`src/rtl/text_mode_console_writer_top_assert.svh`:
```
// ----------------------------------------------------------------------------
// Assertion macros for the console writer
// Implication checks on the block clock with reset masked.
// ----------------------------------------------------------------------------
`ifndef TEXT_MODE_CONSOLE_WRITER_TOP_ASSERT_SVH
`define TEXT_MODE_CONSOLE_WRITER_TOP_ASSERT_SVH

// same-cycle implication
`define TCW_ASSERT_SAME(lbl, ante, cons) \
    lbl: assert property (@(posedge clk) disable iff (!rst_n) (ante) |-> (cons)) \
        else $error("tcw check failed");

// next-cycle implication
`define TCW_ASSERT_NEXT(lbl, ante, cons) \
    lbl: assert property (@(posedge clk) disable iff (!rst_n) (ante) |=> (cons)) \
        else $error("tcw check failed");

`endif

```
`src/rtl/tcw_pkg.sv`:
```
`timescale 1ns / 1ps
// ----------------------------------------------------------------------------
// tcw_pkg
// Geometry, character codes, payload words and control types of the console
// writer.
// ----------------------------------------------------------------------------
package tcw_pkg;

    localparam int COLUMNS   = 80;
    localparam int ROWS      = 25;
    localparam int TAB_WIDTH = 8;
    localparam int CELLS     = COLUMNS * ROWS;

    localparam int ADDR_W = $clog2(CELLS);
    localparam int COL_W  = $clog2(COLUMNS);
    localparam int TM_W   = (TAB_WIDTH > 1) ? $clog2(TAB_WIDTH) : 1;
    localparam int REM_W  = $clog2(TAB_WIDTH + 1);

    localparam int CELL_W  = 16;
    localparam int ATTR_W  = 8;
    localparam int CODE_W  = 8;
    localparam int FIELD_W = 11;

    localparam int PADDR_W = 3;
    localparam int PDATA_W = 32;

    localparam logic [CELL_W-1:0] BLANK_CELL = 16'h0720;
    localparam logic [ATTR_W-1:0] ATTR_RESET = 8'h07;

    localparam logic [CODE_W-1:0] CH_NUL   = 8'h00;
    localparam logic [CODE_W-1:0] CH_BS    = 8'h08;
    localparam logic [CODE_W-1:0] CH_TAB   = 8'h09;
    localparam logic [CODE_W-1:0] CH_LF    = 8'h0A;
    localparam logic [CODE_W-1:0] CH_CR    = 8'h0D;
    localparam logic [CODE_W-1:0] CH_SPACE = 8'h20;

    localparam logic FUNC_PUT  = 1'b0;
    localparam logic FUNC_READ = 1'b1;

    // register index taken from paddr[2]
    localparam logic REG_TEXT_ATTR = 1'b0;

    typedef struct packed {
        logic               func;
        logic [CODE_W-1:0]  char_code;
        logic [FIELD_W-1:0] cell_addr;
    } cmd_t;

    typedef struct packed {
        logic [FIELD_W-1:0] cursor_pos;
        logic [CELL_W-1:0]  read_data;
    } result_t;

    typedef struct packed {
        logic              we;
        logic [ADDR_W-1:0] waddr;
        logic [CELL_W-1:0] wdata;
        logic [ADDR_W-1:0] raddr;
    } mem_req_t;

    typedef enum logic [2:0] {
        ST_CLEAR,
        ST_IDLE,
        ST_EXEC,
        ST_TAB,
        ST_SCROLL
    } state_t;

endpackage

```
`src/rtl/tcw_regs.sv`:
```
`timescale 1ns / 1ps
// ----------------------------------------------------------------------------
// tcw_regs
// Configuration register file on the APB-style port.
// ----------------------------------------------------------------------------
module tcw_regs
    import tcw_pkg::*;
(
    input  logic               clk,
    input  logic               rst_n,
    input  logic               psel,
    input  logic               penable,
    input  logic               pwrite,
    input  logic [PADDR_W-1:0] paddr,
    input  logic [PDATA_W-1:0] pwdata,
    output logic [PDATA_W-1:0] prdata,
    output logic               pready,
    output logic [ATTR_W-1:0]  attr
);

    logic [ATTR_W-1:0] attr_reg;
    logic [ATTR_W-1:0] attr_next;

    assign pready = 1'b1;
    assign attr   = attr_reg;

    always_comb
    begin
        attr_next = attr_reg;
        if (psel && penable && pwrite && (paddr[2] == REG_TEXT_ATTR))
        begin
            attr_next = pwdata[ATTR_W-1:0];
        end
    end

    always_comb
    begin
        prdata = '0;
        if (paddr[2] == REG_TEXT_ATTR)
        begin
            prdata = PDATA_W'(attr_reg);
        end
    end

    always_ff @(posedge clk or negedge rst_n)
    begin
        if (!rst_n)
        begin
            attr_reg <= ATTR_RESET;
        end
        else
        begin
            attr_reg <= attr_next;
        end
    end

endmodule

```
`config.mk`:
```
export PLATFORM = sky130hd
export DESIGN_NAME = tcw_regs
export DESIGN_NICKNAME = d
export VERILOG_FILES = /design/src/rtl/text_mode_console_writer_top_assert.svh /design/src/rtl/tcw_pkg.sv /design/src/rtl/tcw_regs.sv
export SDC_FILE = /design/constraint.sdc
export NUM_CORES = 1
export LEC_CHECK = 0
export BUFFER_PORTS_ARGS = -buffer_cell sky130_fd_sc_hd__buf_2
export CAP_MARGIN = 30
export CORE_MARGIN = 2
export CORE_UTILIZATION = 32
export DETAILED_ROUTE_END_ITERATION = 6
export GPL_TIMING_DRIVEN = 1
export HOLD_SLACK_MARGIN = 0.12
export MAX_ROUTING_LAYER = met4
export PLACE_DENSITY = 0.87
export SLEW_MARGIN = 20
export SYNTH_ARGS = -nofsm -noshare
export SYNTH_HDL_FRONTEND = slang
export SYNTH_SLANG_ARGS = --single-unit
```
`constraint.sdc`:
```
create_clock -name clk -period 1.8 [get_ports clk]
set_input_delay 0.09 -clock clk [delete_from_list [all_inputs] [get_ports clk]]
set_output_delay 0.09 -clock clk [all_outputs]
set_load 0.02 [all_outputs]
```
==> flow_summary.json, run 1 <==
{
  "postSynthRegisterBits": 8,
  "grt.overflow.total": 0,
  "synthesis.area_per_instance_um2": 11.21,
  "parity_gate_share_of_the_synthesized_area_counting_xor_and_xnor_cells_pct": 0,
  "post_synth_inst_count": 52,
  "final_cycle_utilization_of_the_critical_path_pct": 63.58,
  "wl_per_cell_um": 8.453,
  "worstPathRequired_ns": 1.71,
  "final_area_um2": 774.5,
  "netSwitchingPower_mw": 0.2644,
  "basic_gate_share_of_the_synthesized_area_counting_and_or_nand_and_nor_cells_pct": 16.09,
  "synthDominantCellAreaShare_pct": 32.19,
  "path_class": "reg -> out",
  "tritoncts": "yes",
  "timing.final.ws_setup_ns": 0.6555,
  "clock_network_power_share_pct": 21.1,
  "placed_cells_incl_taps": 104,
  "drcViolationCount": 0,
  "seq_power_share_pct": 36.6,
  "clk-insertion-delay-late_ns": 0.25,
  "timing.final.crit_period_ns": 1.144,
  "placed_cell_area_um2": 658.1,
  "synth_seq_area_share_pct": 34.98,
  "synth_top_cell_by_area": "buf_4",
  "combinational_family_with_the_most_area_after_synthesis": "buffers and inverters",
  "first_global_vias": 309,
  "setup_repair_bufs_after_cts": 0,
  "antenna_found_initial": 0,
  "clk_root_buffer_cell": "clkbuf_4",
  "diodes": 0,
  "placeableCoreArea_mm2": 0.001727,
  "final_util_pct": 44.86,
  "grt_max_degree": 10,
  "sw_frac_of_total_pct": 38.10,
  "grt_pass1_wl_um": 1276,
  "detailedPlacementHpwl_um": 799,
  "die-area_mm2": 0.002179,
  "place.port_buffers": 29,
  "regToRegSetupSlack_ns": 1.02,
  "cts_htree_levels": 1,
  "design_power_total_mw": 0.6940,
  "nNetsFinal": 133,
  "global_route.usage.total_pct": 9.465,
  "tns_ns": 0,
  "cts_repair_resize_count": 0,
  "outcome": "finished, final reports clean",
  "crit_path_max_delay_cell_type": "dfstp_2",
  "ys_types": 7,
  "grt_setup_unrepaired": "no",
  "worst_ir_drop_vdd_mv": 0.3233,
  "route.final.wire_length_um": 989,
  "floorplan.initialDensity_pct": 33.77,
  "crit_path_end_kind": "output port",
  "die_y_um": 46.69,
  "drv.max_cap_violation_count": 0,
  "cts.clk_slew.worst_paths_ns": 0.06,
  "ys.flop_type": "dfrtp_1",
  "vias_per_cell": 3.513,
  "r2r_end": "attr[7]",
  "crit_path_cell_trace": "and2b_2 > buf_2",
  "skew_final_ns": 0,
  "areaGrowthSynthToFinish_pct": 32.83,
  "pre_cts_ws_ns": 0.8358,
  "fmax_ghz": 0.8737,
  "yosys.cell_count.top_type": "buf_4",
  "drtIter0Drc": 2,
  "hp-class": "in -> async",
  "syn-cell-area_um2": 583.1,
  "largest_register_ffs": 8,
  "crit_path_start_kind": "register",
  "detailroute.via_count": 411,
  "yosysWarnings": 0,
  "p_per_area_mw_per_mm2": 896.0,
  "synth-edff-count": 0,
  "drive_gt1_share_pct": 56.52,
  "design.portCount": 81,
  "static-leakage-power_nw": 0.4408,
  "worst_path_largest_cell_delay_ns": 0.53,
  "cts_made_buffers": 3,
  "finalNonFillerCells": 117,
  "ys_top_cells_by_area": "buf_4 32%, dfrtp_1 21%, mux2_2 15%",
  "fillerInstances": 176,
  "synth_compound_area_share_pct": 0,
  "p_comb_share_pct": 42.3,
  "cts_hold_buffers": 9,
  "finalSetupViolCount": 0,
  "finalHoldWorstSlack_ns": 0.2041,
  "drt.antenna.violating_nets": 0,
  "synth.top_cells.by_count": "25 x buf_4, 8 x and2b_2, 8 x mux2_2",
  "power.internal_mw": 0.4296,
  "timing.rr.start": "attr[7]",
  "timing.critical_path.arrival_ns": 1.05,
  "die_x_um": 46.69,
  "r2r_cells": 1,
  "count_of_clock_tree_sinks": 8,
  "timing.final.hold_violations": 0,
  "globalplace.congestion": 0.6775,
  "detailedRoute.firstPassIterationCount": 2,
  "synth-adder-area-share_pct": 0,
  "clock_path_buffers": 2,
  "slew_viol_final": 0,
  "synth_mux_area_share_pct": 15.45,
  "worstPathMaxFanout": 3,
  "share_of_async_settable_or_async_resettable_flops_after_synthesis_pct": 100.0,
  "num_rows": 15
}
-- how the worst max path moves through the flow --
stage	start	endpoint	slack, ns	cells past startpoint
after floorplan	attr[0]	prdata[0]	0.93	1
after global placement	paddr[2]	attr[6]	0.85	3
after detailed placement	paddr[2]	attr[7]	0.84	3
after CTS	attr[1]	prdata[1]	0.64	2
after global routing	attr[0]	prdata[0]	0.61	2
final	attr[1]	prdata[1]	0.66	2
-- per-layer routing --
layer	wire, um	track usage [%]	vias to the layer above
met5	0	-	-
met4	0	3.333	0
met3	158	5.882	0
met2	510	17.22	37
met1	320	7.619	180
li1	-	-	194
-- area by class of cell --
type | instances | area, um2 | area share, %
multi-input combinational | 42 | 277.8 | 35.86
timing repair buffer | 38 | 235.2 | 30.37
sequential | 8 | 203.9 | 26.33
tap | 25 | 31.28 | 4.039
clock buffer | 4 | 26.28 | 3.393
-- cells by family after synthesis --
kind of cell  Yosys count
other cells             2
flops                   8
simple gates            9
mux                     8
buf+inv                25
-- power groups by stage --
stage | Combinational (mW) | Sequential, mW | Clock (mW)
after floorplan | 0.182 | 0.308 | 0
after CTS | 0.296 | 0.255 | 0.156
after global routing | 0.315 | 0.261 | 0.162
final | 0.293 | 0.254 | 0.147
after global placement | 0.277 | 0.255 | 0
after detailed placement | 0.281 | 0.258 | 0
-- critical path: cells and delay by family (launching register included) --
kind	cells	cell delay (ns)
flip-flops	1	0.53
buffers and inverters	1	0.15
AND/OR/NAND/NOR	1	0.13
-- layout by cell type (no fill, tap or decap) --
cell           instances
dlygate4sd3_1          9
clkbuf_1               1
dfrtp_1                5
and2b_2                8
conb_1                25
mux2_2                 8
nand4b_4               1
dfstp_2                3
buf_2                 29
clkbuf_4               3
Note: power is estimated with default switching activity, not from simulation.
==> run 2, diff against run 1 <==
--- a/config.mk
+++ b/config.mk
@@ -8,12 +8,12 @@
 export BUFFER_PORTS_ARGS = -buffer_cell sky130_fd_sc_hd__buf_2
 export CAP_MARGIN = 30
 export CORE_MARGIN = 2
-export CORE_UTILIZATION = 32
+export CORE_UTILIZATION = 30
 export DETAILED_ROUTE_END_ITERATION = 6
 export GPL_TIMING_DRIVEN = 1
 export HOLD_SLACK_MARGIN = 0.12
 export MAX_ROUTING_LAYER = met4
-export PLACE_DENSITY = 0.87
+export PLACE_DENSITY = 0.82
 export SLEW_MARGIN = 20
 export SYNTH_ARGS = -nofsm -noshare
 export SYNTH_HDL_FRONTEND = slang
==> constraint.sdc (replaced) <==
create_clock -name clk -period 1.1 [get_ports clk]
set_input_delay 0.055 -clock clk [delete_from_list [all_inputs] [get_ports clk]]
set_output_delay 0.055 -clock clk [all_outputs]
set_load 0.02 [all_outputs]
==> run 2 against run 1 <==
- routed wire length is 20% higher
- cell count stayed put
- register-to-register slack worse by 0.68 ns
- core utilization is 0.36 points lower
- clock power is 67% higher
- die area is 6.1% higher
- total power is 68% higher
- critical endpoint is now prdata[0]
- sequential cell count stayed put
- critical path type unchanged
- critical path depth stayed put
- sequential share of layout area is 0.62 points lower
- highest routed layer unchanged
==> flow_summary.json, run 2 (synthesized netlist as in run 1, its figures left out) <==
{
  "outcome": "finished, final reports clean",
  "die_x_um": 48.09,
  "cts_made_buffers": 3,
  "timing.final.ws_setup_ns": 0.0005665,
  "largest_register_ffs": 8,
  "path_class": "reg -> out",
  "global_route.usage.total_pct": 10.96,
  "p_per_area_mw_per_mm2": 1474,
  "die-area_mm2": 0.002312,
  "drt.antenna.violating_nets": 0,
  "drive_gt1_share_pct": 56.52,
  "finalHoldWorstSlack_ns": 0.1859,
  "finalSetupViolCount": 0,
  "timing.critical_path.arrival_ns": 1.04,
  "skew_final_ns": 0,
  "final_util_pct": 44.49,
  "setup_repair_bufs_after_cts": 0,
  "met3WireLength_um": 82,
  "design.portCount": 81,
  "vias_per_cell": 3.624,
  "clock_network_power_share_pct": 20.9,
  "crit_path_start_kind": "register",
  "die_y_um": 48.09,
  "timing.rr.start": "attr[4]",
  "detailedRoute.firstPassIterationCount": 2,
  "worstPathRequired_ns": 1.04,
  "fmax_ghz": 0.9096,
  "route.final.wire_length_um": 1186,
  "final_area_um2": 793.3,
  "worst_ir_drop_vdd_mv": 0.5654,
  "drtIter0Drc": 4,
  "count_of_clock_tree_sinks": 8,
  "nNetsFinal": 133,
  "clock_path_buffers": 2,
  "drcViolationCount": 0,
  "finalNonFillerCells": 117,
  "placeableCoreArea_mm2": 0.001783,
  "most_frequent_standard_cell_in_the_layout_excluding_fill_and_tap_cells": "buf_2",
  "grt_max_degree": 10,
  "tns_ns": 0,
  "seq_power_share_pct": 35.6,
  "grt.overflow.total": 0,
  "layout_common_cells": "26 x buf_2, 25 x conb_1, 9 x dlygate4sd3_1",
  "design_power_total_mw": 1.169,
  "r2r_end": "attr[4]",
  "fillerInstances": 175,
  "antenna_found_initial": 0,
  "clk-insertion-delay-late_ns": 0.25,
  "num_rows": 15,
  "globalplace.congestion": 0.6033,
  "wl_per_cell_um": 10.14,
  "placed_cell_area_um2": 658.1,
  "detailedPlacementHpwl_um": 837.8,
  "detailroute.via_count": 424,
  "p_comb_share_pct": 43.5,
  "floorplan.initialDensity_pct": 32.70,
  "met2_wirelength_um": 763,
  "static-leakage-power_nw": 0.4445,
  "power.internal_mw": 0.7210,
  "cts.clk_slew.worst_paths_ns": 0.06,
  "netSwitchingPower_mw": 0.4483,
  "drv.max_cap_violation_count": 0,
  "place.port_buffers": 29,
  "crit_path_end_kind": "output port",
  "timing.final.crit_period_ns": 1.099,
  "grt_pass1_wl_um": 1566,
  "pre_cts_ws_ns": 0.1591,
  "regToRegSetupSlack_ns": 0.34,
  "hp-class": "in -> async",
  "r2r_cells": 1,
  "timing.final.hold_violations": 0,
  "cts_htree_levels": 1,
  "first_global_vias": 390,
  "placed_cells_incl_taps": 104,
  "route.layer.met1.wl_um": 340,
  "worstPathMaxFanout": 3,
  "tritoncts": "yes",
  "slew_viol_final": 0,
  "areaGrowthSynthToFinish_pct": 36.05,
  "grt_setup_unrepaired": "yes",
  "route.top_layer_used": "met3",
  "clk_root_buffer_cell": "clkbuf_4",
  "sw_frac_of_total_pct": 38.34,
  "diodes": 0,
  "final_cycle_utilization_of_the_critical_path_pct": 99.95
}
## run 2: changes by cell type in the layout (fill, tap and decap cells not counted)
cell   change
buf_6      +3
buf_2      -3
## run 2: worst max-delay path, stage by stage (launching register included)
cell	delay, ns
dfstp_2	0.54
and2b_2	0.15
buf_6	0.11
## run 2: worst max-delay path by stage
stage	start	to	slack, ns	cells past startpoint
finish	attr[0]	prdata[0]	0.0006	2
global route	attr[0]	prdata[0]	-0.03	2
CTS	attr[2]	prdata[2]	0.005	2
detailed placement	paddr[2]	attr[4]	0.16	3
global placement	paddr[2]	attr[5]	0.18	3
floorplan	attr[0]	prdata[0]	0.26	1
## run 2: final cells by class
type | count | area [um2] | share of cell area, %
multi-input cells | 42 | 277.8 | 35.02
clock buffers | 4 | 26.28 | 3.312
flip-flops and latches | 8 | 203.9 | 25.71
repair buffers | 38 | 254.0 | 32.02
well taps | 25 | 31.28 | 3.943
## run 2: layer usage
metal,vias up,global-route usage (%)
met5,-,-
met4,0,4.865
met3,0,3.774
met2,28,23.73
met1,201,6.998
li1,195,-
## run 2: repair_timing
item / CTS / global route
cloned: 0 / 0
endpoints found under the hold margin: 16 / 0
hold buffers: 9 / 0
resized for setup: 6 / 0
endpoints found under the setup margin: 3 / 3
## run 2: power by group through the flow
stage / Clock [mW] / Combinational (mW) / Sequential (mW)
after detailed placement: 0 / 0.462 / 0.421
after floorplan: 0 / 0.298 / 0.504
after global routing: 0.268 / 0.548 / 0.428
final: 0.245 / 0.509 / 0.416
after CTS: 0.258 / 0.509 / 0.416
after global placement: 0 / 0.454 / 0.416
