<file path="src/rtl/text_mode_console_writer_top_assert.svh">
// ----------------------------------------------------------------------------
// Assertion macros for the console writer
// Implication checks on the block clock with reset masked.
// ----------------------------------------------------------------------------
`ifndef TEXT_MODE_CONSOLE_WRITER_TOP_ASSERT_SVH
`define TEXT_MODE_CONSOLE_WRITER_TOP_ASSERT_SVH

// same-cycle implication
`define TCW_ASSERT_SAME(lbl, ante, cons) \
    lbl: assert property (@(posedge clk) disable iff (!rst_n) (ante) |-> (cons)) \
        else $error("tcw check failed");

// next-cycle implication
`define TCW_ASSERT_NEXT(lbl, ante, cons) \
    lbl: assert property (@(posedge clk) disable iff (!rst_n) (ante) |=> (cons)) \
        else $error("tcw check failed");

`endif

</file>
<file path="src/rtl/tcw_pkg.sv">
`timescale 1ns / 1ps
// ----------------------------------------------------------------------------
// tcw_pkg
// Geometry, character codes, payload words and control types of the console
// writer.
// ----------------------------------------------------------------------------
package tcw_pkg;

    localparam int COLUMNS   = 80;
    localparam int ROWS      = 25;
    localparam int TAB_WIDTH = 8;
    localparam int CELLS     = COLUMNS * ROWS;

    localparam int ADDR_W = $clog2(CELLS);
    localparam int COL_W  = $clog2(COLUMNS);
    localparam int TM_W   = (TAB_WIDTH > 1) ? $clog2(TAB_WIDTH) : 1;
    localparam int REM_W  = $clog2(TAB_WIDTH + 1);

    localparam int CELL_W  = 16;
    localparam int ATTR_W  = 8;
    localparam int CODE_W  = 8;
    localparam int FIELD_W = 11;

    localparam int PADDR_W = 3;
    localparam int PDATA_W = 32;

    localparam logic [CELL_W-1:0] BLANK_CELL = 16'h0720;
    localparam logic [ATTR_W-1:0] ATTR_RESET = 8'h07;

    localparam logic [CODE_W-1:0] CH_NUL   = 8'h00;
    localparam logic [CODE_W-1:0] CH_BS    = 8'h08;
    localparam logic [CODE_W-1:0] CH_TAB   = 8'h09;
    localparam logic [CODE_W-1:0] CH_LF    = 8'h0A;
    localparam logic [CODE_W-1:0] CH_CR    = 8'h0D;
    localparam logic [CODE_W-1:0] CH_SPACE = 8'h20;

    localparam logic FUNC_PUT  = 1'b0;
    localparam logic FUNC_READ = 1'b1;

    // register index taken from paddr[2]
    localparam logic REG_TEXT_ATTR = 1'b0;

    typedef struct packed {
        logic               func;
        logic [CODE_W-1:0]  char_code;
        logic [FIELD_W-1:0] cell_addr;
    } cmd_t;

    typedef struct packed {
        logic [FIELD_W-1:0] cursor_pos;
        logic [CELL_W-1:0]  read_data;
    } result_t;

    typedef struct packed {
        logic              we;
        logic [ADDR_W-1:0] waddr;
        logic [CELL_W-1:0] wdata;
        logic [ADDR_W-1:0] raddr;
    } mem_req_t;

    typedef enum logic [2:0] {
        ST_CLEAR,
        ST_IDLE,
        ST_EXEC,
        ST_TAB,
        ST_SCROLL
    } state_t;

endpackage

</file>
<file path="src/rtl/tcw_ctrl.sv">
`timescale 1ns / 1ps
`include "text_mode_console_writer_top_assert.svh"
// ----------------------------------------------------------------------------
// tcw_ctrl
// Command sequencer: decodes a word, edits the screen memory, runs the
// scroll copy and the clearing pass, and drives the result strobe.
// ----------------------------------------------------------------------------
module tcw_ctrl
    import tcw_pkg::*;
(
    input  logic              clk,
    input  logic              rst_n,
    input  logic              start,
    input  cmd_t              cmd,
    output logic              busy,
    output logic              done,
    output result_t           result,
    input  logic [ATTR_W-1:0] attr,
    output mem_req_t          mem_req,
    input  logic [CELL_W-1:0] mem_rdata
);

    localparam logic [TM_W-1:0] BS_TMOD = TM_W'((COLUMNS - 1) % TAB_WIDTH);

    state_t            state_reg,  state_next;
    logic [ADDR_W-1:0] cursor_reg, cursor_next;
    logic [COL_W-1:0]  col_reg,    col_next;
    logic [TM_W-1:0]   tmod_reg,   tmod_next;
    logic [REM_W-1:0]  rem_reg,    rem_next;
    logic [ADDR_W-1:0] idx_reg,    idx_next;
    logic              done_reg,   done_next;
    cmd_t              cmd_reg,    cmd_next;
    logic              addr_ok_reg, addr_ok_next;
    result_t           result_reg, result_next;

    logic              finish;
    logic [CELL_W-1:0] rd_out;

    logic              at_end;
    logic [ADDR_W-1:0] adv_cursor;
    logic [COL_W-1:0]  adv_col;
    logic [TM_W-1:0]   adv_tmod;
    logic [ADDR_W-1:0] row_start;
    logic              last_row;
    logic [ADDR_W:0]   scr_src;

    assign busy   = (state_reg != ST_IDLE);
    assign done   = done_reg;
    assign result = result_reg;

    // cursor step shared by plain characters and tab blanks
    always_comb
    begin
        at_end     = (cursor_reg == ADDR_W'(CELLS - 1));
        adv_cursor = at_end ? ADDR_W'(CELLS - COLUMNS) : cursor_reg + 1'b1;
        adv_col    = (col_reg == COL_W'(COLUMNS - 1)) ? '0 : col_reg + 1'b1;
        adv_tmod   = ((col_reg == COL_W'(COLUMNS - 1)) || (tmod_reg == TM_W'(TAB_WIDTH - 1)))
                     ? '0 : tmod_reg + 1'b1;
        row_start  = cursor_reg - ADDR_W'(col_reg);
        last_row   = (row_start == ADDR_W'(CELLS - COLUMNS));
        scr_src    = {1'b0, idx_reg} + (ADDR_W + 1)'(COLUMNS + 1);
    end

    always_comb
    begin
        state_next   = state_reg;
        cursor_next  = cursor_reg;
        col_next     = col_reg;
        tmod_next    = tmod_reg;
        rem_next     = rem_reg;
        idx_next     = idx_reg;
        cmd_next     = cmd_reg;
        addr_ok_next = addr_ok_reg;
        result_next  = result_reg;
        done_next    = 1'b0;
        finish       = 1'b0;
        rd_out       = '0;

        mem_req.we    = 1'b0;
        mem_req.waddr = cursor_reg;
        mem_req.wdata = BLANK_CELL;
        // prime the first scroll source read
        mem_req.raddr = ADDR_W'(COLUMNS);

        unique case (state_reg)
            ST_CLEAR:
            begin
                mem_req.we    = 1'b1;
                mem_req.waddr = idx_reg;
                if (idx_reg == ADDR_W'(CELLS - 1))
                begin
                    idx_next   = '0;
                    state_next = ST_IDLE;
                end
                else
                begin
                    idx_next = idx_reg + 1'b1;
                end
            end

            ST_IDLE:
            begin
                // read the requested cell right away; data lands in EXEC
                mem_req.raddr = ADDR_W'(cmd.cell_addr);
                if (start)
                begin
                    cmd_next     = cmd;
                    addr_ok_next = (32'(cmd.cell_addr) < CELLS);
                    state_next   = ST_EXEC;
                end
            end

            ST_EXEC:
            begin
                if (cmd_reg.func == FUNC_READ)
                begin
                    rd_out = addr_ok_reg ? mem_rdata : '0;
                    finish = 1'b1;
                end
                else
                begin
                    unique case (cmd_reg.char_code)
                        CH_NUL:
                        begin
                            finish = 1'b1;
                        end
                        CH_BS:
                        begin
                            if (cursor_reg != '0)
                            begin
                                cursor_next   = cursor_reg - 1'b1;
                                mem_req.we    = 1'b1;
                                mem_req.waddr = cursor_reg - 1'b1;
                                if (col_reg == '0)
                                begin
                                    col_next  = COL_W'(COLUMNS - 1);
                                    tmod_next = BS_TMOD;
                                end
                                else
                                begin
                                    col_next  = col_reg - 1'b1;
                                    tmod_next = (tmod_reg == '0) ? TM_W'(TAB_WIDTH - 1)
                                                                 : tmod_reg - 1'b1;
                                end
                            end
                            finish = 1'b1;
                        end
                        CH_LF:
                        begin
                            col_next  = '0;
                            tmod_next = '0;
                            if (last_row)
                            begin
                                cursor_next = row_start;
                                idx_next    = '0;
                                state_next  = ST_SCROLL;
                            end
                            else
                            begin
                                cursor_next = row_start + ADDR_W'(COLUMNS);
                                finish      = 1'b1;
                            end
                        end
                        CH_CR:
                        begin
                            cursor_next = row_start;
                            col_next    = '0;
                            tmod_next   = '0;
                            finish      = 1'b1;
                        end
                        CH_TAB:
                        begin
                            rem_next   = REM_W'(TAB_WIDTH) - REM_W'(tmod_reg);
                            state_next = ST_TAB;
                        end
                        default:
                        begin
                            mem_req.we    = 1'b1;
                            mem_req.wdata = {attr, cmd_reg.char_code};
                            cursor_next   = adv_cursor;
                            col_next      = adv_col;
                            tmod_next     = adv_tmod;
                            if (at_end)
                            begin
                                idx_next   = '0;
                                state_next = ST_SCROLL;
                            end
                            else
                            begin
                                finish = 1'b1;
                            end
                        end
                    endcase
                end
            end

            ST_TAB:
            begin
                mem_req.we    = 1'b1;
                mem_req.wdata = {attr, CH_SPACE};
                cursor_next   = adv_cursor;
                col_next      = adv_col;
                tmod_next     = adv_tmod;
                rem_next      = rem_reg - 1'b1;
                if (at_end)
                begin
                    idx_next   = '0;
                    state_next = ST_SCROLL;
                end
                else if (rem_reg == REM_W'(1))
                begin
                    finish = 1'b1;
                end
            end

            ST_SCROLL:
            begin
                // move row r+1 into row r, blank the last row
                mem_req.we    = 1'b1;
                mem_req.waddr = idx_reg;
                mem_req.wdata = (idx_reg < ADDR_W'(CELLS - COLUMNS)) ? mem_rdata : BLANK_CELL;
                mem_req.raddr = (scr_src < (ADDR_W + 1)'(CELLS)) ? scr_src[ADDR_W-1:0] : '0;
                if (idx_reg == ADDR_W'(CELLS - 1))
                begin
                    idx_next = '0;
                    if (rem_reg != '0)
                    begin
                        state_next = ST_TAB;
                    end
                    else
                    begin
                        finish = 1'b1;
                    end
                end
                else
                begin
                    idx_next = idx_reg + 1'b1;
                end
            end

            default:
            begin
                state_next = ST_CLEAR;
            end
        endcase

        if (finish)
        begin
            state_next             = ST_IDLE;
            done_next              = 1'b1;
            result_next.cursor_pos = FIELD_W'(cursor_next);
            result_next.read_data  = rd_out;
        end
    end

    always_ff @(posedge clk or negedge rst_n)
    begin
        if (!rst_n)
        begin
            state_reg  <= ST_CLEAR;
            cursor_reg <= '0;
            col_reg    <= '0;
            tmod_reg   <= '0;
            rem_reg    <= '0;
            idx_reg    <= '0;
            done_reg   <= 1'b0;
        end
        else
        begin
            state_reg  <= state_next;
            cursor_reg <= cursor_next;
            col_reg    <= col_next;
            tmod_reg   <= tmod_next;
            rem_reg    <= rem_next;
            idx_reg    <= idx_next;
            done_reg   <= done_next;
        end
    end

    always_ff @(posedge clk)
    begin
        cmd_reg     <= cmd_next;
        addr_ok_reg <= addr_ok_next;
        result_reg  <= result_next;
    end

    `TCW_ASSERT_SAME(a_cursor_range, 1'b1, 32'(cursor_reg) < CELLS)
    `TCW_ASSERT_SAME(a_col_range, 1'b1, 32'(col_reg) < COLUMNS)
    `TCW_ASSERT_SAME(a_done_idle, done_reg, state_reg == ST_IDLE)
    `TCW_ASSERT_NEXT(a_accept_exec, start && !busy, state_reg == ST_EXEC)
    `TCW_ASSERT_SAME(a_scroll_no_overlap, state_reg == ST_SCROLL,
                     mem_req.waddr != mem_req.raddr)

endmodule

</file>
<file path="config.mk">
export PLATFORM = sky130hd
export DESIGN_NAME = tcw_ctrl
export DESIGN_NICKNAME = d
export VERILOG_FILES = /design/src/rtl/tcw_pkg.sv /design/src/rtl/tcw_ctrl.sv
export VERILOG_INCLUDE_DIRS = /design/src /design/src/rtl
export SDC_FILE = /design/constraint.sdc
export NUM_CORES = 1
export LEC_CHECK = 0
export BUFFER_PORTS_ARGS = -buffer_cell sky130_fd_sc_hd__buf_2
export CAP_MARGIN = 20
export CORE_UTILIZATION = 50
export DETAILED_ROUTE_END_ITERATION = 6
export PLACE_DENSITY = 0.75
export SYNTH_ARGS = -nofsm -noshare
export SYNTH_HDL_FRONTEND = slang
export SYNTH_SLANG_ARGS = --single-unit
export TNS_END_PERCENT = 10
</file>
<file path="constraint.sdc">
create_clock -name clk -period 5.33 [get_ports clk]
set_input_delay 0.2665 -clock clk [delete_from_list [all_inputs] [get_ports clk]]
set_output_delay 0.2665 -clock clk [all_outputs]
set_load 0.05 [all_outputs]
</file>
==> flow_metrics.py, run 1 <==
metrics = {
    "clock_network": {
        "postCtsSetupBuffers": 0,
        "clockBufferDepth": 2,
        "clk_pin_slew_worst_paths_ns": 0.06,
        "cts_root_buffer": "clkbuf_16",
        "cts_num_sinks": 77,
        "cts_resized": 0,
        "clk-insertion-delay-late_ns": 0.35,
        "htree_levels": 3,
        "cts_buffers": 9,
        "holdBufCountCts": 0,
        "cts_tree": "yes",
    },
    "timing": {
        "setup_violations": 0,
        "worst_slack_ns": 0.686,
        "relSlewSlack_pct": 35.1,
        "slew_viol_final": 0,
        "finClkSkew_ns": 0.00949,
        "fin_crit_ns": 4.64,
        "whs_ns": 0.0726,
        "worst_pin_slew_ns": 0.974,
        "period_share_pct": 87.1,
        "max_freq_ghz": 0.215,
        "finalHoldViolCount": 0,
        "tns_ns": 0,
        "rsz0062_at_grt": "no",
    },
    "placed_design": {
        "finalWeightedCongestion": 1.03,
        "place_inst": 1065,
        "pre_cts_slack_ns": 0.820,
        "place.port_buffers": 114,
        "place_area_sq_um": 7170,
        "dpl.hpwl_um": 15500,
    },
    "worst_hold_path": {
        "hp-class": "primary input to asynchronous set/reset pin",
    },
    "layout": {
        "fillCellCount": 1219,
        "largest_reg_flops": 27,
        "area_delta_synth_final_pct": 14.2,
        "final_util_pct": 58.9,
        "diodes": 0,
        "drive_above_1_share_pct": 17.0,
        "final_cells": 1084,
        "finalInstanceArea_sq_um": 7470,
        "nets": 976,
        "regArea_sq_um": 2110,
        "multiInputGateArea_sq_um": 4090,
    },
    "routing": {
        "dr.pass1.iters": 6,
        "vias_per_cell": 6.50,
        "vias": 7045,
        "drt-initial-drc-count": 759,
        "wl_um": 20900,
        "drc_errors": 0,
        "postRouteAntennaNets": 0,
        "avgRoutedWirePerCell_um": 19.3,
    },
    "pwr": {
        "ir_drop_v": 0.000412,
        "leakagePower_nw": 2.96,
        "finalPower_mw": 5.02,
        "power.density_nw_per_um2": 673,
    },
    "yosys": {
        "netlist_top_cells_count": "91 x o21ai_0, 77 x nand2_1, 72 x nor2_1, 58 x a21oi_1, 54 x clkbuf_1",
        "ys_ff_latch": 77,
        "synth_top_family_by_area": "compound AO/OA/AOI/OAI gates",
        "synth_seq_area_share_pct": 32.3,
        "avgSynthCellArea_sq_um": 7.89,
        "synth.largest_area_cell": "edfxtp_1",
        "synth-compound-area-share_pct": 31.4,
        "synthFlopType": "dfrtp_1",
        "yosysUniqueCellTypes": 76,
        "netlist_top_cells_area": "edfxtp_1 17%, dfrtp_1 15%, o21ai_0 7.0%",
        "synthMuxAreaShare_pct": 0.765,
        "synth_area_sq_um": 6540,
        "syn_nets": 898,
        "synth_top_area_share_pct": 17.0,
        "async_flop_share_pct": 51.9,
        "syn_inst": 829,
        "synth_most_common_cell": "o21ai_0",
        "synth_fa_ha_area_share_pct": 4.32,
        "synth_edf_count": 37,
        "yosys_warnings": 0,
        "synth_xor_area_share_pct": 2.01,
        "yosys.area_share.simple_pct": 23.9,
    },
    "global_route": {
        "grt_use_total_pct": 32.2,
        "antenna_found_initial": 0,
        "grt_pass1_wl_um": 33200,
        "overflow": 0,
        "grt_pass1_vias": 6382,
        "grt_max_degree": 41,
    },
    "floorplanning": {
        "rows": 41,
        "start_util_pct": 51.6,
        "dieArea_sq_um": 13500,
        "die_x_um": 116,
        "die_h_um": 116,
        "ios": 115,
        "core_area_sq_um": 12700,
    },
    "job": {
        "drv_cap": 0,
    },
    "critical_path": {
        "crit_type": "flip-flop to flip-flop",
        "worstSetupEndpointType": "flip-flop",
        "cp.required_ns": 5.40,
        "critical_path.max_fanout": 28,
        "start_kind": "flip-flop",
        "worstPathArrival_ns": 4.71,
    },
    "run_status": {
        "status": "complete, no violations",
    },
}
power breakdown:
group	leakage [nW]	switching [mW]	internal [mW]	total [mW]
combinational	1.96	2.26	0.975	3.24
sequential	0.862	0.321	0.882	1.20
clock	0.137	0.262	0.319	0.581
total	2.96	2.85	2.18	5.02
layer usage:
metal  routed length, um  track usage (%)  part of all wire [%]  vias up
li1                    -                -                     -     3297
met1                8400             41.4                    40     3275
met2                9590             49.7                    46      402
met3                1960             8.20                   9.4       71
met4                 952             17.4                   4.6        0
met5                   0                0                     0        -
worst max-delay path, cell delays in order (launching register included):
cell and delay (ns):
dfrtp_1 0.54, inv_1 0.12, ha_1 0.27, fa_1 0.42, nand2b_1 0.20, a21oi_1 0.25
xnor2_1 0.21, ha_1 0.21, nand3_1 0.08, nor2_1 0.14, or4b_1 0.48, a22o_1 0.28
a221o_1 0.41, a211oi_2 0.38, o21ai_2 0.08, buf_4 0.27
final cells by class:
| class | instances | share of cell area (%) |
|---|---|---|
| multi-input cells | 660 | 54.7 |
| clock inverters | 6 | 0.653 |
| repair buffers | 123 | 8.58 |
| well taps | 172 | 2.88 |
| clock buffers | 10 | 3.07 |
| flip-flops and latches | 77 | 28.3 |
| inverters | 36 | 1.81 |
path summary, 6_finish.rpt:
check / from / to / slack, ns / cells after the start
worst max register to register: cursor_reg[0] / result[23] / 0.69 / 15
worst max-delay path: cursor_reg[0] / result[23] / 0.69 / 15
min in group clk: cmd[18] / cmd_reg[18] / 0.09 / 1
worst min register to register: rem_reg[3] / rem_reg[3] / 0.53 / 1
max in group asynchronous: rst_n / idx_reg[9] / 4.65 / 1
worst min-delay path: rst_n / cursor_reg[6] / 0.07 / 1
logic make-up after synthesis:
group                    Yosys count
adder cells (fa/ha/maj)           22
flip-flops                        77
buffers and inverters             92
AND/OR/NAND/NOR                  311
XOR/XNOR                          15
AO/OA/AOI/OAI                    307
multiplexers                       5
cell usage in the layout (no fill, tap or decap), types with 5 or more instances in the layout:
cell type  instances
a22oi_1            5
mux2i_1            5
or4_1              7
o21a_1             9
a21o_1             8
nor2_1            72
nand2b_1           7
dfrtp_1           40
nand3_1           29
clkbuf_16          9
nor3_1            27
o2111ai_1          5
o31ai_1            7
and3_1            12
ha_1              21
buf_4              6
edfxtp_1          37
o21ai_0           90
xnor2_1           14
nand2_1           77
or2_2              5
o22ai_1           10
a22o_1            19
buf_2            114
a31oi_1           10
a211oi_1           9
and2_1            22
inv_1             35
o211ai_1          12
nor2b_1            6
nor4_1             8
or3_1             13
nand4_1            9
a21oi_1           58
a41oi_1            6
o22a_1             7
Power figures use the tool's default switching activity.
==> run 2, diff against run 1 <==
--- a/config.mk
+++ b/config.mk
@@ -8,9 +8,10 @@
 export LEC_CHECK = 0
 export BUFFER_PORTS_ARGS = -buffer_cell sky130_fd_sc_hd__buf_2
 export CAP_MARGIN = 20
-export CORE_UTILIZATION = 50
+export CORE_MARGIN = 3
+export CORE_UTILIZATION = 52
 export DETAILED_ROUTE_END_ITERATION = 6
-export PLACE_DENSITY = 0.75
+export PLACE_DENSITY = 0.78
 export SYNTH_ARGS = -nofsm -noshare
 export SYNTH_HDL_FRONTEND = slang
 export SYNTH_SLANG_ARGS = --single-unit
==> run 2 against run 1 <==
Against the previous run:
- the run now ends with DRC left
- clock power about the same
- sequential power down 6%
- via count increased by 0.81%
- fmax is 1.2% higher
- clock skew rose by 0.00076 ns
- global-route usage decreased by 1.4 points
- power is 1.4% higher
- flip-flop and latch count did not move
- cell area increased by 0.18%
==> flow_metrics.py, run 2 (synthesis gave the netlist of run 1 again) <==
metrics = {
    "run_status": {
        "status": "complete, but fails checks",
        "violations": "DRC",
    },
    "critical_path": {
        "worstPathArrival_ns": 4.67,
        "worstSetupEndpointType": "flip-flop",
        "crit_type": "flip-flop to flip-flop",
        "start_kind": "flip-flop",
        "critical_path.max_fanout": 28,
        "cp.required_ns": 5.41,
    },
    "pwr": {
        "ir_drop_v": 0.000315,
        "internal_power_mw": 2.19,
        "p_seq_share_pct": 22.2,
        "power.density_nw_per_um2": 681,
        "swShare_pct": 57.0,
        "leakagePower_nw": 2.96,
        "p_clk_share_pct": 11.4,
        "p_sw_mw": 2.91,
        "combinationalPowerShare_pct": 66.4,
    },
    "layout": {
        "diodes": 0,
        "finalInstanceArea_sq_um": 7480,
        "area_delta_synth_final_pct": 14.4,
        "nets": 980,
        "final_cell_mix": "114 x buf_2, 90 x o21ai_0, 77 x nand2_1, 72 x nor2_1, 58 x a21oi_1",
        "largest_reg_flops": 27,
        "drive_above_1_share_pct": 17.4,
        "layout_commonest_cell": "buf_2",
    },
    "placed_design": {
        "dpl.hpwl_um": 16000,
        "place_area_sq_um": 7210,
        "place.port_buffers": 114,
        "finalWeightedCongestion": 0.981,
    },
    "clock_network": {
        "cts_root_buffer": "clkbuf_16",
        "cts_resized": 0,
        "holdBufCountCts": 0,
        "postCtsSetupBuffers": 0,
        "clk_pin_slew_worst_paths_ns": 0.07,
        "cts_tree": "yes",
        "htree_levels": 3,
        "clockBufferDepth": 2,
        "cts_num_sinks": 77,
        "cts_buffers": 9,
        "clk-insertion-delay-late_ns": 0.36,
    },
    "timing": {
        "period_share_pct": 86.1,
        "finalHoldViolCount": 0,
        "max_freq_ghz": 0.218,
        "fin_crit_ns": 4.59,
        "rsz0062_at_grt": "no",
        "setup_violations": 0,
        "finClkSkew_ns": 0.0102,
        "slew_viol_final": 0,
        "tns_ns": 0,
        "worst_pin_slew_ns": 0.951,
        "relSlewSlack_pct": 36.6,
    },
    "routing": {
        "vias_per_cell": 6.55,
        "postRouteAntennaNets": 0,
        "avgRoutedWirePerCell_um": 20.1,
        "dr.pass1.iters": 7,
        "drc_errors": 1,
        "wl_um": 21800,
        "drt-initial-drc-count": 877,
        "vias": 7102,
    },
    "job": {
        "drv_cap": 0,
    },
    "global_route": {
        "grt_pass1_vias": 6508,
        "overflow": 0,
        "grt_use_total_pct": 30.8,
        "antenna_found_initial": 0,
        "grt_max_degree": 41,
        "grt_pass1_wl_um": 34600,
    },
    "floorplanning": {
        "die_x_um": 118,
        "core_area_sq_um": 12200,
        "start_util_pct": 53.8,
        "die_h_um": 118,
        "ios": 115,
        "rows": 40,
        "dieArea_sq_um": 14000,
    },
    "worst_hold_path": {
        "hp-class": "primary input to asynchronous set/reset pin",
    },
}
[run 2: cell types whose count changed in the layout (fill, tap and decap cells not counted), sizes merged]
cell          previous run  this run
clkinvlp                 0         3
buf                    120       127
dlymetal6s2s             1         0
clkinv                   6         3
clkbuf                  12        10
[run 2: final timing paths]
| check | slack [ns] | cells past startpoint | from | end |
|---|---|---|---|---|
| max | 0.74 | 15 | cursor_reg[0] | result[23] |
| min | 0.06 | 1 | rst_n | tmod_reg[0] |
| max reg2reg | 0.74 | 15 | cursor_reg[0] | result[23] |
| min reg2reg | 0.54 | 1 | rem_reg[3] | rem_reg[3] |
| max in group asynchronous | 4.68 | 1 | rst_n | state_reg[0] |
| min in group clk | 0.08 | 1 | cmd[11] | cmd_reg[11] |
[run 2: final cells by class]
cell class              count  area (sq um)
clock inverters             6          40.0
repair buffers            127           668
clock buffers              10           229
well taps                 168           210
fillers                  1123          4680
flip-flops and latches     77          2110
inverters                  36           135
multi-input cells         660          4090
[run 2: metal layers]
metal  GRT usage [%]  vias to the layer above  wire length, um
li1                -                     3303                -
met1            39.9                     3269             8620
met2            47.9                      451             9940
met3            8.28                       79             2430
met4            14.5                        0              826
met5               0                        -                0
[run 2: through the flow]
stage,total power [mW],hold slack [ns],setup WS [ns],utilization [%],cells
global route,5.40,0.0774,0.426,61.5,1084
global placement,4.43,0.444,0.955,59.3,1068
CTS,5.03,0.0738,0.812,61.5,1084
finish,5.09,0.0586,0.740,61.5,1084
detailed placement,4.43,0.445,0.845,59.3,1068
floorplan,3.58,-0.0291,0.0581,-,829
[run 2: power by group through the flow]
| stage | Combinational, mW | Sequential [mW] | Clock, mW |
|---|---|---|---|
| floorplan | 2.25 | 1.34 | 0 |
| global placement | 3.30 | 1.12 | 0 |
| detailed placement | 3.30 | 1.14 | 0 |
| CTS | 3.32 | 1.12 | 0.588 |
| global route | 3.62 | 1.16 | 0.613 |
| finish | 3.38 | 1.13 | 0.583 |
[run 2: critical path, stage by stage (launching register included)]
cell      delay (ns)
dfrtp_1         0.55
inv_1           0.11
ha_1            0.26
fa_1            0.42
nand2b_1        0.19
a21oi_1         0.21
xnor2_1         0.21
ha_1            0.22
nand3_1         0.08
nor2_1          0.15
or4b_1          0.47
a22o_1          0.28
a221o_1         0.41
a211oi_2        0.37
o21ai_2         0.08
buf_4           0.27
==> run 3, diff against run 2 <==
--- a/config.mk
+++ b/config.mk
@@ -9,9 +9,9 @@
 export BUFFER_PORTS_ARGS = -buffer_cell sky130_fd_sc_hd__buf_2
 export CAP_MARGIN = 20
 export CORE_MARGIN = 3
-export CORE_UTILIZATION = 52
+export CORE_UTILIZATION = 60
 export DETAILED_ROUTE_END_ITERATION = 6
-export PLACE_DENSITY = 0.78
+export PLACE_DENSITY = 0.85
 export SYNTH_ARGS = -nofsm -noshare
 export SYNTH_HDL_FRONTEND = slang
 export SYNTH_SLANG_ARGS = --single-unit
==> constraint.sdc (replaced) <==
create_clock -name clk -period 5.61 [get_ports clk]
set_input_delay 0.2805 -clock clk [delete_from_list [all_inputs] [get_ports clk]]
set_output_delay 0.2805 -clock clk [all_outputs]
set_load 0.05 [all_outputs]
==> run 3 against run 2 <==
Against the previous run:
- the run now ends clean
- clock skew is 0.0042 ns higher
- critical path depth stayed put
- fmax is 2.8% higher
- die area is 13% lower
- sequential share of layout area is 0.39 points higher
- non-clock buffer count is 4 lower
- highest routed layer unchanged
==> flow_metrics.py, run 3 (synthesis gave the netlist of run 1 again) <==
metrics = {
    "routing": {
        "dr.pass1.iters": 5,
        "dr_wl_met2_um": 10200,
        "drt-initial-drc-count": 1042,
        "avgRoutedWirePerCell_um": 21.7,
        "wl_met3_um": 2900,
        "topRoutingLayerUsed": "met4",
        "vias_per_cell": 7.06,
        "vias": 7403,
        "drc_errors": 0,
        "wl_met1_um": 8900,
        "wl_um": 22800,
        "postRouteAntennaNets": 0,
    },
    "clock_network": {
        "postCtsSetupBuffers": 0,
        "holdBufCountCts": 0,
        "cts_num_sinks": 77,
        "clk-insertion-delay-late_ns": 0.37,
        "clk_pin_slew_worst_paths_ns": 0.10,
        "cts_buffers": 9,
        "clockBufferDepth": 2,
        "cts_resized": 0,
        "htree_levels": 3,
        "cts_tree": "yes",
        "cts_root_buffer": "clkbuf_8",
    },
    "layout": {
        "finalInstanceArea_sq_um": 7380,
        "final_cell_mix": "114 x buf_2, 90 x o21ai_0, 77 x nand2_1, 72 x nor2_1, 58 x a21oi_1",
        "diodes": 0,
        "fillCellCount": 826,
        "drive_above_1_share_pct": 17.0,
        "final_cells": 1048,
        "layout_commonest_cell": "buf_2",
        "final_util_pct": 70.5,
        "area_delta_synth_final_pct": 12.8,
        "nets": 976,
        "largest_reg_flops": 27,
    },
    "run_status": {
        "status": "complete, no violations",
    },
    "critical_path": {
        "worst_path_most_repeated_cell": "ha_1",
        "crit_chain": "inv_1, ha_1, fa_1, nand2b_1, a21oi_1, xnor2_1, ha_1, nand3_1, nor2_1, or4b_1, a22o_1, a221o_1, a211oi_2, o21ai_2, buf_4",
        "worstSetupEndpointType": "flip-flop",
        "start_kind": "flip-flop",
        "cp.required_ns": 5.70,
        "crit_type": "flip-flop to flip-flop",
        "critical_path.max_fanout": 28,
        "critPathMaxStageDelay_ns": 0.57,
        "worstPathArrival_ns": 4.55,
        "crit_slowest_cell": "dfrtp_1",
        "crit-reg2reg-launch": "cursor_reg[0]",
        "critPathLaunch": "cursor_reg[0]",
    },
    "timing": {
        "period_share_pct": 79.6,
        "setup_violations": 0,
        "worst_slack_ns": 1.14,
        "whs_ns": 0.0858,
        "finalHoldViolCount": 0,
        "rsz0062_at_grt": "no",
        "worst_pin_slew_ns": 1.10,
        "max_freq_ghz": 0.224,
        "slew_viol_final": 0,
        "fin_crit_ns": 4.47,
        "tns_ns": 0,
        "relSlewSlack_pct": 26.4,
        "finClkSkew_ns": 0.0145,
    },
    "global_route": {
        "grt_pass1_vias": 6840,
        "grt_pass1_wl_um": 36300,
        "grt_max_degree": 41,
        "grt_use_total_pct": 36.2,
        "antenna_found_initial": 0,
        "overflow": 0,
    },
    "placed_design": {
        "pre_cts_slack_ns": 1.21,
        "finalWeightedCongestion": 1.04,
        "place_inst": 1032,
        "place_area_sq_um": 7140,
        "place.port_buffers": 114,
        "dpl.hpwl_um": 16600,
    },
    "pwr": {
        "ir_drop_v": 0.000462,
        "leakagePower_nw": 2.93,
        "power.density_nw_per_um2": 648,
        "finalPower_mw": 4.78,
    },
    "floorplanning": {
        "rows": 37,
        "start_util_pct": 62.5,
        "dieArea_sq_um": 12200,
        "die_h_um": 110,
        "die_x_um": 110,
        "core_area_sq_um": 10500,
        "ios": 115,
    },
    "worst_hold_path": {
        "hp-class": "primary input to asynchronous set/reset pin",
    },
    "job": {
        "drv_cap": 0,
    },
}
run 3: layout make-up:
| cell class | instances | area, sq um | area share (%) |
|---|---|---|---|
| clock buffer | 10 | 128 | 1.73 |
| clock inverter | 6 | 110 | 1.49 |
| inverter | 36 | 135 | 1.83 |
| multi-input combinational | 660 | 4090 | 55.4 |
| sequential | 77 | 2110 | 28.6 |
| tap | 136 | 170 | 2.31 |
| timing repair buffer | 123 | 638 | 8.65 |
run 3: path summary, 6_finish.rpt:
path / slack [ns] / endpoint / cells past startpoint
worst max-delay path: 1.14 / result[1] / 15
worst min-delay path: 0.09 / cursor_reg[6] / 1
worst max register to register: 1.14 / result[1] / 15
worst min register to register: 0.55 / rem_reg[3] / 1
max in group asynchronous: 4.88 / state_reg[0] / 1
min in group clk: 0.09 / cmd_reg[11] / 1
run 3: critical path, delay by kind of cell, from the launching register on:
kind                     cells  cell delay, ns
buffers and inverters        2            0.39
flip-flops                   1            0.57
adder cells (fa/ha/maj)      3            0.88
XOR/XNOR                     1            0.19
AND/OR/NAND/NOR              4            0.87
AO/OA/AOI/OAI                5            1.26
run 3: layer usage:
| metal | vias to the layer above | track usage, % |
|---|---|---|
| li1 | 3293 | - |
| met1 | 3490 | 48.0 |
| met2 | 538 | 56.6 |
| met3 | 82 | 10.2 |
| met4 | 0 | 13.5 |
| met5 | - | 0 |
run 3: power by group:
group	total (mW)	leakage [nW]	switching, mW	internal [mW]
Clock	0.529	0.115	0.233	0.296
Combinational	3.10	1.96	2.20	0.904
Sequential	1.15	0.862	0.316	0.835
